<file path="src/hdl/ryuv_pkg.sv">
// Shared types and constants for the RGB to planar YUV 4:2:0 converter.
// No dependencies; used by ryuv_matrix and rgb_to_yuv420_planar_converter.
`default_nettype none

package ryuv_pkg;

    // Widths fixed by the pixel and address formats.
    localparam int COMP_W   = 8;
    localparam int SIZE_W   = 13;
    localparam int LADDR_W  = 24;
    localparam int CADDR_W  = 22;
    localparam int CIDX_W   = 8;
    localparam int SUM_W    = 18;

    // Default frame limits and register reset values.
    localparam int DEF_MAX_WIDTH  = 4096;
    localparam int DEF_MAX_HEIGHT = 4096;
    localparam logic [SIZE_W-1:0] RST_FRAME_WIDTH  = 13'd352;
    localparam logic [SIZE_W-1:0] RST_FRAME_HEIGHT = 13'd288;

    // Configuration register indexes.
    localparam logic [CIDX_W-1:0] REG_FRAME_WIDTH  = 8'd0;
    localparam logic [CIDX_W-1:0] REG_FRAME_HEIGHT = 8'd1;

    // BT.601 studio-range coefficients, scaled by 256.
    localparam logic signed [SUM_W-1:0] C_YR = 18'sd66;
    localparam logic signed [SUM_W-1:0] C_YG = 18'sd129;
    localparam logic signed [SUM_W-1:0] C_YB = 18'sd25;
    localparam logic signed [SUM_W-1:0] C_UR = -18'sd38;
    localparam logic signed [SUM_W-1:0] C_UG = -18'sd74;
    localparam logic signed [SUM_W-1:0] C_UB = 18'sd112;
    localparam logic signed [SUM_W-1:0] C_VR = 18'sd112;
    localparam logic signed [SUM_W-1:0] C_VG = -18'sd94;
    localparam logic signed [SUM_W-1:0] C_VB = -18'sd18;
    localparam logic signed [SUM_W-1:0] C_ROUND = 18'sd128;
    localparam logic [COMP_W-1:0] Y_OFFSET = 8'd16;
    localparam logic [COMP_W-1:0] C_OFFSET = 8'd128;

    typedef enum logic [1:0] {
        PLANE_NONE = 2'd0,
        PLANE_U    = 2'd1,
        PLANE_V    = 2'd2
    } chroma_plane_t;

    // Payload held between the input register and the result register.
    typedef struct packed {
        logic [COMP_W-1:0]  red;
        logic [COMP_W-1:0]  green;
        logic [COMP_W-1:0]  blue;
        logic [LADDR_W-1:0] luma_address;
        chroma_plane_t      chroma_plane;
        logic [CADDR_W-1:0] chroma_address;
        logic               frame_last;
    } pix_stage_t;

endpackage

`default_nettype wire

</file>
<file path="src/hdl/rgb_to_yuv420_planar_converter.sv">
// RGB24 to planar YUV 4:2:0 converter, top level with position counters.
// Depends on ryuv_pkg and ryuv_matrix.
//
// One RGB pixel enters per beat on the s_ channel in raster order; each
// beat yields one result beat on the m_ channel with the Y sample and its
// luma address, plus a U sample (even row, even column) or a V sample (odd
// row, even column) with its index in that plane, selected by m_tuser.
// m_tlast marks the final pixel of the frame, after which all counters
// return to zero.
// Frame width and height are written through the cfg_ channel while the
// block is idle; zero acts as one and values above the limits saturate.
// An input register feeds the colour matrix, whose result lands in the
// output register. One pixel is accepted every cycle unless the receiver stalls.
// When the receiver stalls, the output register holds and the input
// register fills; s_tready then falls until m_tready returns.
// aresetn (synchronous) empties both registers, clears the counters and
// restores the frame size to 352 by 288.
`default_nettype none

module rgb_to_yuv420_planar_converter #(
    parameter int MAX_WIDTH  = ryuv_pkg::DEF_MAX_WIDTH,
    parameter int MAX_HEIGHT = ryuv_pkg::DEF_MAX_HEIGHT
) (
    input  wire logic        aclk,
    input  wire logic        aresetn,
    // Configuration writes.
    input  wire logic                        cfg_valid,
    output logic                             cfg_ready,
    input  wire logic [ryuv_pkg::CIDX_W-1:0] cfg_index,
    input  wire logic [ryuv_pkg::SIZE_W-1:0] cfg_data,
    // Pixels in.
    input  wire logic        s_tvalid,
    output logic             s_tready,
    input  wire logic [23:0] s_tdata,   // red[7:0], green[15:8], blue[23:16]
    // Results out.
    output logic             m_tvalid,
    input  wire logic        m_tready,
    output logic [63:0]      m_tdata,   // luma[7:0], luma_address[31:8],
                                        // chroma[39:32], chroma_address[61:40], zero
    output logic [1:0]       m_tuser,   // chroma_plane[1:0]
    output logic             m_tlast    // frame_last
);

    localparam int SIZE_W  = ryuv_pkg::SIZE_W;
    localparam int COL_W   = (MAX_WIDTH  > 1) ? $clog2(MAX_WIDTH)  : 1;
    localparam int ROW_W   = (MAX_HEIGHT > 1) ? $clog2(MAX_HEIGHT) : 1;
    localparam logic [SIZE_W:0]   MAX_W_EXT = (SIZE_W+1)'(MAX_WIDTH);
    localparam logic [SIZE_W:0]   MAX_H_EXT = (SIZE_W+1)'(MAX_HEIGHT);
    localparam logic [SIZE_W-1:0] W_LAST_MAX = SIZE_W'(MAX_WIDTH - 1);
    localparam logic [SIZE_W-1:0] H_LAST_MAX = SIZE_W'(MAX_HEIGHT - 1);

    logic [SIZE_W-1:0] frame_width_reg;
    logic [SIZE_W-1:0] frame_height_reg;

    logic [COL_W-1:0]             column_count_reg;
    logic [ROW_W-1:0]             row_count_reg;
    logic [ryuv_pkg::LADDR_W-1:0] pixel_count_reg;
    logic [ryuv_pkg::CADDR_W-1:0] u_count_reg;
    logic [ryuv_pkg::CADDR_W-1:0] v_count_reg;

    logic                 st_valid_reg;
    ryuv_pkg::pix_stage_t st_reg;
    ryuv_pkg::pix_stage_t st_next;

    logic                             out_valid_reg;
    logic [ryuv_pkg::COMP_W-1:0]      out_luma_reg;
    logic [ryuv_pkg::LADDR_W-1:0]     out_laddr_reg;
    logic [ryuv_pkg::COMP_W-1:0]      out_chroma_reg;
    ryuv_pkg::chroma_plane_t          out_plane_reg;
    logic [ryuv_pkg::CADDR_W-1:0]     out_caddr_reg;
    logic                             out_last_reg;
    logic [ryuv_pkg::COMP_W-1:0]      out_chroma_next;

    logic [SIZE_W-1:0] col_last_idx;
    logic [SIZE_W-1:0] row_last_idx;
    logic col_last;
    logic row_last;
    logic even_col;
    logic even_row;
    logic frame_last;
    logic in_accept;
    logic st_advance;

    logic [ryuv_pkg::COMP_W-1:0] mx_luma;
    logic [ryuv_pkg::COMP_W-1:0] mx_u;
    logic [ryuv_pkg::COMP_W-1:0] mx_v;

    // ---------------- configuration ----------------
    assign cfg_ready = 1'b1;

    always_ff @(posedge aclk) begin
        if (!aresetn) begin
            frame_width_reg  <= ryuv_pkg::RST_FRAME_WIDTH;
            frame_height_reg <= ryuv_pkg::RST_FRAME_HEIGHT;
        end else if (cfg_valid) begin
            case (cfg_index)
                ryuv_pkg::REG_FRAME_WIDTH:  frame_width_reg  <= cfg_data;
                ryuv_pkg::REG_FRAME_HEIGHT: frame_height_reg <= cfg_data;
                default: ;
            endcase
        end
    end

    // Last column and row indexes after the zero and oversize rules.
    always_comb begin
        if (frame_width_reg == '0) begin
            col_last_idx = '0;
        end else if ({1'b0, frame_width_reg} > MAX_W_EXT) begin
            col_last_idx = W_LAST_MAX;
        end else begin
            col_last_idx = frame_width_reg - SIZE_W'(1);
        end
        if (frame_height_reg == '0) begin
            row_last_idx = '0;
        end else if ({1'b0, frame_height_reg} > MAX_H_EXT) begin
            row_last_idx = H_LAST_MAX;
        end else begin
            row_last_idx = frame_height_reg - SIZE_W'(1);
        end
    end

    // ---------------- handshake ----------------
    assign st_advance = !out_valid_reg || m_tready;
    assign s_tready   = !st_valid_reg || st_advance;
    assign in_accept  = s_tvalid && s_tready;

    // ---------------- position counters ----------------
    assign col_last   = SIZE_W'(column_count_reg) >= col_last_idx;
    assign row_last   = SIZE_W'(row_count_reg) >= row_last_idx;
    assign even_col   = !column_count_reg[0];
    assign even_row   = !row_count_reg[0];
    assign frame_last = col_last && row_last;

    always_comb begin
        st_next.red            = s_tdata[7:0];
        st_next.green          = s_tdata[15:8];
        st_next.blue           = s_tdata[23:16];
        st_next.luma_address   = pixel_count_reg;
        st_next.frame_last     = frame_last;
        st_next.chroma_plane   = ryuv_pkg::PLANE_NONE;
        st_next.chroma_address = '0;
        if (even_col && even_row) begin
            st_next.chroma_plane   = ryuv_pkg::PLANE_U;
            st_next.chroma_address = u_count_reg;
        end else if (even_col) begin
            st_next.chroma_plane   = ryuv_pkg::PLANE_V;
            st_next.chroma_address = v_count_reg;
        end
    end

    always_ff @(posedge aclk) begin
        if (!aresetn) begin
            column_count_reg <= '0;
            row_count_reg    <= '0;
            pixel_count_reg  <= '0;
            u_count_reg      <= '0;
            v_count_reg      <= '0;
        end else if (in_accept) begin
            if (frame_last) begin
                column_count_reg <= '0;
                row_count_reg    <= '0;
                pixel_count_reg  <= '0;
                u_count_reg      <= '0;
                v_count_reg      <= '0;
            end else begin
                pixel_count_reg <= pixel_count_reg + 1'b1;
                if (even_col && even_row) begin
                    u_count_reg <= u_count_reg + 1'b1;
                end else if (even_col) begin
                    v_count_reg <= v_count_reg + 1'b1;
                end
                if (col_last) begin
                    column_count_reg <= '0;
                    row_count_reg    <= row_count_reg + 1'b1;
                end else begin
                    column_count_reg <= column_count_reg + 1'b1;
                end
            end
        end
    end

    // ---------------- input register ----------------
    always_ff @(posedge aclk) begin
        if (!aresetn) begin
            st_valid_reg <= 1'b0;
        end else if (s_tready) begin
            st_valid_reg <= s_tvalid;
        end
    end

    always_ff @(posedge aclk) begin
        if (in_accept) begin
            st_reg <= st_next;
        end
    end

    // ---------------- colour matrix and result register ----------------
    ryuv_matrix u_matrix (
        .red     (st_reg.red),
        .green   (st_reg.green),
        .blue    (st_reg.blue),
        .luma    (mx_luma),
        .u_value (mx_u),
        .v_value (mx_v)
    );

    always_comb begin
        case (st_reg.chroma_plane)
            ryuv_pkg::PLANE_U: out_chroma_next = mx_u;
            ryuv_pkg::PLANE_V: out_chroma_next = mx_v;
            default:           out_chroma_next = '0;
        endcase
    end

    always_ff @(posedge aclk) begin
        if (!aresetn) begin
            out_valid_reg <= 1'b0;
        end else if (st_advance) begin
            out_valid_reg <= st_valid_reg;
        end
    end

    always_ff @(posedge aclk) begin
        if (st_advance && st_valid_reg) begin
            out_luma_reg   <= mx_luma;
            out_laddr_reg  <= st_reg.luma_address;
            out_chroma_reg <= out_chroma_next;
            out_plane_reg  <= st_reg.chroma_plane;
            out_caddr_reg  <= st_reg.chroma_address;
            out_last_reg   <= st_reg.frame_last;
        end
    end

    assign m_tvalid = out_valid_reg;
    assign m_tdata  = {2'b00, out_caddr_reg, out_chroma_reg, out_laddr_reg, out_luma_reg};
    assign m_tuser  = out_plane_reg;
    assign m_tlast  = out_last_reg;

endmodule

`default_nettype wire

</file>
<file path="src/hdl/ryuv_matrix.sv">
// Colour matrix: BT.601 RGB to Y, U and V with rounding and offsets.
// Depends on ryuv_pkg for coefficients and widths.
`default_nettype none

module ryuv_matrix (
    input  wire logic [ryuv_pkg::COMP_W-1:0] red,
    input  wire logic [ryuv_pkg::COMP_W-1:0] green,
    input  wire logic [ryuv_pkg::COMP_W-1:0] blue,
    output logic      [ryuv_pkg::COMP_W-1:0] luma,
    output logic      [ryuv_pkg::COMP_W-1:0] u_value,
    output logic      [ryuv_pkg::COMP_W-1:0] v_value
);

    localparam int PAD_W = ryuv_pkg::SUM_W - ryuv_pkg::COMP_W;

    logic signed [ryuv_pkg::SUM_W-1:0] r_s;
    logic signed [ryuv_pkg::SUM_W-1:0] g_s;
    logic signed [ryuv_pkg::SUM_W-1:0] b_s;
    logic signed [ryuv_pkg::SUM_W-1:0] y_sum;
    logic signed [ryuv_pkg::SUM_W-1:0] u_sum;
    logic signed [ryuv_pkg::SUM_W-1:0] v_sum;

    assign r_s = signed'({{PAD_W{1'b0}}, red});
    assign g_s = signed'({{PAD_W{1'b0}}, green});
    assign b_s = signed'({{PAD_W{1'b0}}, blue});

    assign y_sum = ryuv_pkg::C_YR * r_s + ryuv_pkg::C_YG * g_s + ryuv_pkg::C_YB * b_s
                 + ryuv_pkg::C_ROUND;
    assign u_sum = ryuv_pkg::C_UR * r_s + ryuv_pkg::C_UG * g_s + ryuv_pkg::C_UB * b_s
                 + ryuv_pkg::C_ROUND;
    assign v_sum = ryuv_pkg::C_VR * r_s + ryuv_pkg::C_VG * g_s + ryuv_pkg::C_VB * b_s
                 + ryuv_pkg::C_ROUND;

    // Bits 15:8 of the two's complement sum are the floor shift, modulo 256.
    assign luma    = y_sum[15:8] + ryuv_pkg::Y_OFFSET;
    assign u_value = u_sum[15:8] + ryuv_pkg::C_OFFSET;
    assign v_value = v_sum[15:8] + ryuv_pkg::C_OFFSET;

endmodule

`default_nettype wire
</file>
<file path="config.mk">
export PLATFORM = sky130hd
export DESIGN_NAME = rgb_to_yuv420_planar_converter
export DESIGN_NICKNAME = d
export VERILOG_FILES = /design/src/hdl/ryuv_pkg.sv /design/src/hdl/rgb_to_yuv420_planar_converter.sv /design/src/hdl/ryuv_matrix.sv
export SDC_FILE = /design/constraint.sdc
export NUM_CORES = 1
export LEC_CHECK = 0
export ABC_AREA = 1
export BUFFER_PORTS_ARGS = -buffer_cell sky130_fd_sc_hd__buf_2
export CAP_MARGIN = 5
export CELL_PAD_IN_SITES_DETAIL_PLACEMENT = 0
export CELL_PAD_IN_SITES_GLOBAL_PLACEMENT = 1
export CORE_ASPECT_RATIO = 1.75
export CORE_MARGIN = 2
export CORE_UTILIZATION = 35
export CTS_CLUSTER_SIZE = 14
export DETAILED_ROUTE_END_ITERATION = 7
export PLACE_DENSITY = 0.63
export SKIP_CTS_REPAIR_TIMING = 1
export SKIP_LAST_GASP = 1
export SLEW_MARGIN = 20
export SYNTH_ARGS = -nofsm -noshare
export SYNTH_HDL_FRONTEND = slang
export SYNTH_HIERARCHICAL = 1
export SYNTH_SLANG_ARGS = --single-unit
export TNS_END_PERCENT = 10
</file>
<file path="constraint.sdc">
create_clock -name aclk -period 9.6 [get_ports aclk]
set_input_delay 0.96 -clock aclk [delete_from_list [all_inputs] [get_ports aclk]]
set_output_delay 0.96 -clock aclk [all_outputs]
set_load 0.03 [all_outputs]
</file>
### Yosys cells after proc, flatten, opt, wreduce, memory -nomap -nowiden

Index checks and enable logic that the tools add are counted.

| storage, ports and cells | value |
|---|---|
| register bits | 258 |
| input port bits | 50 |
| output and inout bits | 70 |

| operators by class | value |
|---|---|
| add/subtract/negate cells | 19 |
| multiply operators | 9 |
| order comparisons | 4 |
| equality and inequality tests | 5 |
| muxes and demuxes | 17 |
| reduce and logical (&&, ||, !) cells | 20 |

Operators by type and width:

| kind | number |
|---|---|
| $mux 22 | 6 |
| $add 16x16->16 | 6 |
| $mux 13 | 4 |
| $add 16x9->16 const B | 3 |
| $mux 12 | 4 |
| $mux 24 | 2 |
| $add 22x1->22 const B | 2 |
| $mul 7x9->15 const A | 2 |
| $ge 12x13->1 | 2 |
| $gt 13x13->1 const B | 2 |
| $logic_not 13->1 | 2 |
| $sub 13x1->13 const B | 2 |
| $add 12x1->12 const B | 2 |
| $add 24x1->24 const B | 1 |
| $mul 3x8->11 const A | 2 |
| $add 8x8->8 const B | 2 |
| $mul 8x8->16 const A | 1 |
| $pmux 8 s2 | 1 |
| $mul 6x9->15 const A | 1 |
| $mul 5x9->14 const A | 1 |
| $mul 6x8->14 const A | 1 |
| $mul 5x8->13 const A | 1 |
| $add 8x5->8 const B | 1 |
| $eq 8x1->1 const B | 1 |
| other kinds (11) | 22 |

### Logic depth before layout (Yosys ltp)

| logic depth | value |
|---|---|
| depth after elaboration | 7 |
| mapped depth | 36 |
| gate-level depth less buffers | 36 |

### By module

Netlist, hierarchy kept.

By module, submodules not included:

| module | times used | cells an instance | area each (µm²) |
|---|---|---|---|
| rgb_to_yuv420_planar_converter | 1 | 1,404 | 12,214.2 |
| ryuv_matrix | 1 | 1,200 | 9,337.7 |

### Worst setup path before layout

No wires, ideal clock.

| timing | value |
|---|---|
| path type | reg2reg |
| start point | reg st_reg[67] (netlist bit) |
| end point | reg out_chroma_reg[7] (netlist bit) (data pin) |
| setup time | 0.266 ns |
| arrival | 5.418 ns |
| data required time | 9.334 ns |
| setup slack | 3.916 ns |
| stages on the path, launching flop included | 28 |
| path buffers | 0 |
| clock period less this slack | 5.684 ns |
| cell sequence | edfxtp_1 -> ha_1 -> ha_1 -> fa_1 -> inv_1 -> fa_1 -> inv_1 -> ha_1 -> fa_1 -> a21oi_1 -> o21bai_1 -> a21oi_1 -> nor2_1 -> nor2_1 -> xor2_1 -> inv_1 -> fa_1 -> ha_1 -> ha_1 -> nand2_1 -> nor4_1 -> nand2_1 -> nand2_1 -> inv_1 -> nand2_1 -> nand2_1 -> nand2_1 -> a21oi_1 |

| on the way | value |
|---|---|
| word-level cells in the longest chain between the ends | 6 |
| elaborated cells on any way between the ends | 11 |
| those cells by class | add/sub (8); mul (2); mux (1) |

RTL lines:

| what | line | source |
|---|---|---|
| from (decl) | rgb_to_yuv420_planar_converter.sv:62 | `ryuv_pkg::pix_stage_t st_reg;` |
| from (signal assigned) | rgb_to_yuv420_planar_converter.sv:193 | `st_reg <= st_next;` |
| $mul 6x9->15 | ryuv_matrix.sv:29 | `assign u_sum = ryuv_pkg::C_UR * r_s + ryuv_pkg::C_UG * g_s + ryuv_pkg::C_UB * b_s` |
| $add 16x16->16 (2 in series) | ryuv_matrix.sv:29 |  |
| $add 16x9->16 | ryuv_matrix.sv:30 | `+ ryuv_pkg::C_ROUND;` |
| $add 8x8->8 | ryuv_matrix.sv:36 | `assign u_value = u_sum[15:8] + ryuv_pkg::C_OFFSET;` |
| via mx_u, one bit | rgb_to_yuv420_planar_converter.sv:85 | `logic [ryuv_pkg::COMP_W-1:0] mx_u;` |
| $pmux 8 s2 | rgb_to_yuv420_planar_converter.sv:208 | `case (st_reg.chroma_plane)` |
| via out_chroma_next, one bit | rgb_to_yuv420_planar_converter.sv:72 | `logic [ryuv_pkg::COMP_W-1:0] out_chroma_next;` |
| to (signal assigned) | rgb_to_yuv420_planar_converter.sv:227 | `out_chroma_reg <= out_chroma_next;` |
| to (decl) | rgb_to_yuv420_planar_converter.sv:68 | `logic [ryuv_pkg::COMP_W-1:0] out_chroma_reg;` |

The timed path passes the listed nets, and every way through them passes these cells.
A chain may end at the register's enable or synchronous reset.

### Worst setup path after layout

| timing | value |
|---|---|
| start point | reg st_reg[61] (netlist bit) |
| end point | reg out_chroma_reg[4] (netlist bit) (data pin) |

| on the way | value |
|---|---|
| word-level cells in the longest chain between the ends | 6 |
| elaborated cells on any way between the ends | 11 |
| those cells by class | add/sub (8); mul (2); mux (1) |

RTL lines:

| what | line |
|---|---|
| $mul 7x9->15 | ryuv_matrix.sv:29 |
| $add 16x16->16 (2 in series) | ryuv_matrix.sv:29 |
| $add 16x9->16 | ryuv_matrix.sv:30 |
| $add 8x8->8 | ryuv_matrix.sv:36 |
| via mx_u, one bit | rgb_to_yuv420_planar_converter.sv:85 |
| $pmux 8 s2 | rgb_to_yuv420_planar_converter.sv:208 |
| via out_chroma_next, one bit | rgb_to_yuv420_planar_converter.sv:72 |

The timed path passes the listed nets, and every way through them passes these cells.

==> qor.yml <==
largest_reg_flops: 73
period_share_pct: 65.6
clock_skew_ps: 39.4
r2r-start: "st_reg[61]"
port_buffers: 116
cts_made_buffers: 28
peakVddDrop_uv: 243
relSlewSlack_pct: 27.2
dr.pass1.iters: 5
ys_seq_area_share_pct: 30.4
tns_ps: 0
slew_violations: 0
ff2ff_path_depth: 25
synthCells: 2604
cts_tree: "built"
path_class: "flop to flop"
dpl.hpwl_mm: 50.7
intPower_mw: 3.89
drive_gt1_share_pct: 8.29
worst_pin_slew_ps: 1090
hold_path_class: "flop to flop"
antenna_found_initial: 0
drcViolationCount: 0
viasPerCell: 4.87
cpPeakStageDelay_ps: 710
initial_core_util_pct: 35.3
route.antenna.remaining_nets: 0
combPwrFrac_pct: 68.8
max_freq_ghz: 0.159
busiest_layer: "met2"
wl_per_cell_um: 17.8
ys_types: 52
hold_viol_final: 0
cp.depth: 25
finalWorstSetupSlack_ps: 3300
first_global_vias: 17848
grt_use_met1_pct: 19.0
cp_max_fo: 8
cp-start-kind: "flop"
critPathTopFamily: "adder cells"
critPathArrivalTime_ps: 6710
grtUsageTotal_pct: 19.9
pwr-share-seq_pct: 17.1
synth_edf_count: 138
fp.dieW_um: 192
die_area_um2: 63700
met3_usage_pct: 1.57
cts_root_buf: "clkbuf_16"
outcome: "complete, no violations"
reg2reg_to: "out_chroma_reg[4]"
grt_overflow_total: 0
endpoint_kind: "flop"
pwr-share-clk_pct: 14.1
drt_iter0_drc: 629
cp_num_buf_inv: 4
grt_first_pass_wirelength_mm: 97.5
clk_latency_ps: 600
critPathSlowestCell: "edfxtp_1"
ys_warn_count: 6
rows: 120
syn_avg_cell_area_um2: 8.28
synth_seq_cells: 258
area_delta_synth_final_pct: 10.6
grt.met2_usage_pct: 41.8
fillers: 6321
cp-startpoint: "st_reg[61]"
grt_max_degree: 78
ys_async_sr_fraction_pct: 0
final_common_cell: "nand2_1"
max_cap_violations: 0
cp_data_required_time_ps: 10010
layout_common_cells: "513 x nand2_1, 461 x inv_1, 310 x ha_1"
core_um2: 61100
cpMostUsedCell: "nand2_1"
vias: 17137
io-pin-count: 120
endpoint: "out_chroma_reg[4]"
reg2reg_slack_ps: 3300
cts_buffer_depth: 3
clkTransAtPathRegs_ps: 70
diodes: 0
gp_congestion: 0.896
p_leak_nw: 11.3
netlist_area_um2: 21600
pre_cts_slack_ps: 3320
setup-violations-final: 0
clock_sinks: 258
nNetsFinal: 3171
ys.flop_type: "edfxtp_1"
die_height_um: 332
powerDensity_nw_per_um2: 329
swShare_pct: 50.4
rsz0062_at_grt: "no"
post-route-min-period_ps: 6300
power_switching_mw: 3.95
routed_wl_mm: 62.6
h-tree-depth: 1
==> cell usage after synthesis, types with 6 or more instances <==
cell	instances	area share [%]
nor3_1	26	0.60
nand2_1	513	8.9
nor2_2	6	0.17
nand3_1	145	3.4
o22ai_1	14	0.41
dfxtp_1	120	11
xor2_1	78	3.2
xnor2_1	31	1.3
edfxtp_1	138	19
o211ai_1	9	0.31
inv_2	7	0.12
clkbuf_1	28	0.49
ha_1	310	18
nor4_1	7	0.20
nand2_2	7	0.20
o21bai_1	6	0.21
buf_4	8	0.28
a31oi_1	6	0.17
nand3_2	15	0.70
buf_2	9	0.21
a21oi_1	169	3.9
a21oi_2	11	0.45
fa_1	106	9.8
o21ai_0	55	1.3
nand4_1	57	1.7
inv_1	461	8.0
nor2_1	208	3.6
==> worst register-to-register path: stages, from the launching register on <==
cell and delay (ps):
edfxtp_1 710, inv_1 110, ha_1 350, inv_1 130, fa_1 460, fa_1 560
inv_1 60, fa_1 530, inv_1 40, ha_1 360, nand2_1 90, nand2_1 70
nand2_1 60, nand2_1 70, a21oi_1 200, xnor2_1 180, fa_1 460, ha_1 310
ha_1 380, nand2_1 110, nor2_1 160, nand2_1 70, o211ai_1 190, xor2_1 230
nand2_1 70, a21oi_1 150
==> layout make-up <==
| type | instances | area [µm²] | share of cell area (%) |
|---|---|---|---|
| clock inverters | 16 | 169 | 0.709 |
| flip-flops and latches | 258 | 6550 | 27.5 |
| inverters | 469 | 1760 | 7.40 |
| clock buffers | 36 | 752 | 3.15 |
| repair buffers | 121 | 618 | 2.59 |
| well taps | 793 | 992 | 4.16 |
| multi-input cells | 1827 | 13000 | 54.5 |
==> power groups by stage <==
| stage | clock network [mW] | logic, mW | registers, mW |
|---|---|---|---|
| after floorplan | 0 | 3.76 | 1.44 |
| after global placement | 0 | 5.48 | 1.37 |
| after detailed placement | 0 | 5.46 | 1.37 |
| after CTS | 1.15 | 5.51 | 1.34 |
| after global routing | 1.19 | 6.10 | 1.35 |
| final | 1.11 | 5.39 | 1.34 |
==> metrics by stage <==
step / std cells / hold slack [ps] / total power, mW / utilization (%) / area, µm²
floorplan: 2605 / 400 / 5.20 / - / 21600
global placement: 3468 / 403 / 6.85 / 37.5 / 22900
detailed placement: 3468 / 406 / 6.83 / 37.5 / 22900
CTS: 3520 / 421 / 8.01 / 39.0 / 23800
global route: 3520 / 427 / 8.64 / 39.0 / 23800
finish: 3520 / 414 / 7.84 / 39.0 / 23800
==> logic make-up after synthesis <==
kind of cell             after synthesis  synth area share (%)
AND/OR/NAND/NOR                     1005                  20.3
buffers and inverters                520                  9.39
XOR/XNOR                             109                  4.43
adder cells (fa/ha/maj)              416                  27.8
flip-flops                           258                  30.4
AO/OA/AOI/OAI                        294                  7.61
other                                  2                0.0348
==> worst min path at each step <==
| stage | from | to | slack, ps | depth (start not counted) |
|---|---|---|---|---|
| 6_report | st_reg[0] | m_tlast | 410 | 0 |
| 5_1_grt | st_reg[3] | out_caddr_reg[2] | 430 | 0 |
| 4_1_cts | st_reg[12] | out_caddr_reg[11] | 420 | 0 |
| 3_5_place_dp | st_reg[12] | out_caddr_reg[11] | 410 | 0 |
| 3_3_place_gp | st_reg[44] | out_laddr_reg[19] | 400 | 0 |
| 2_1_floorplan | st_reg[0] | m_tlast | 400 | 0 |
==> routing by layer <==
metal | vias up | share of wire (%)
met3 | 99 | 2.2
met5 | - | 0
met2 | 263 | 60
met1 | 8116 | 34
li1 | 8659 | -
met4 | 0 | 4.1
Note: power is estimated with default switching activity, not from simulation.
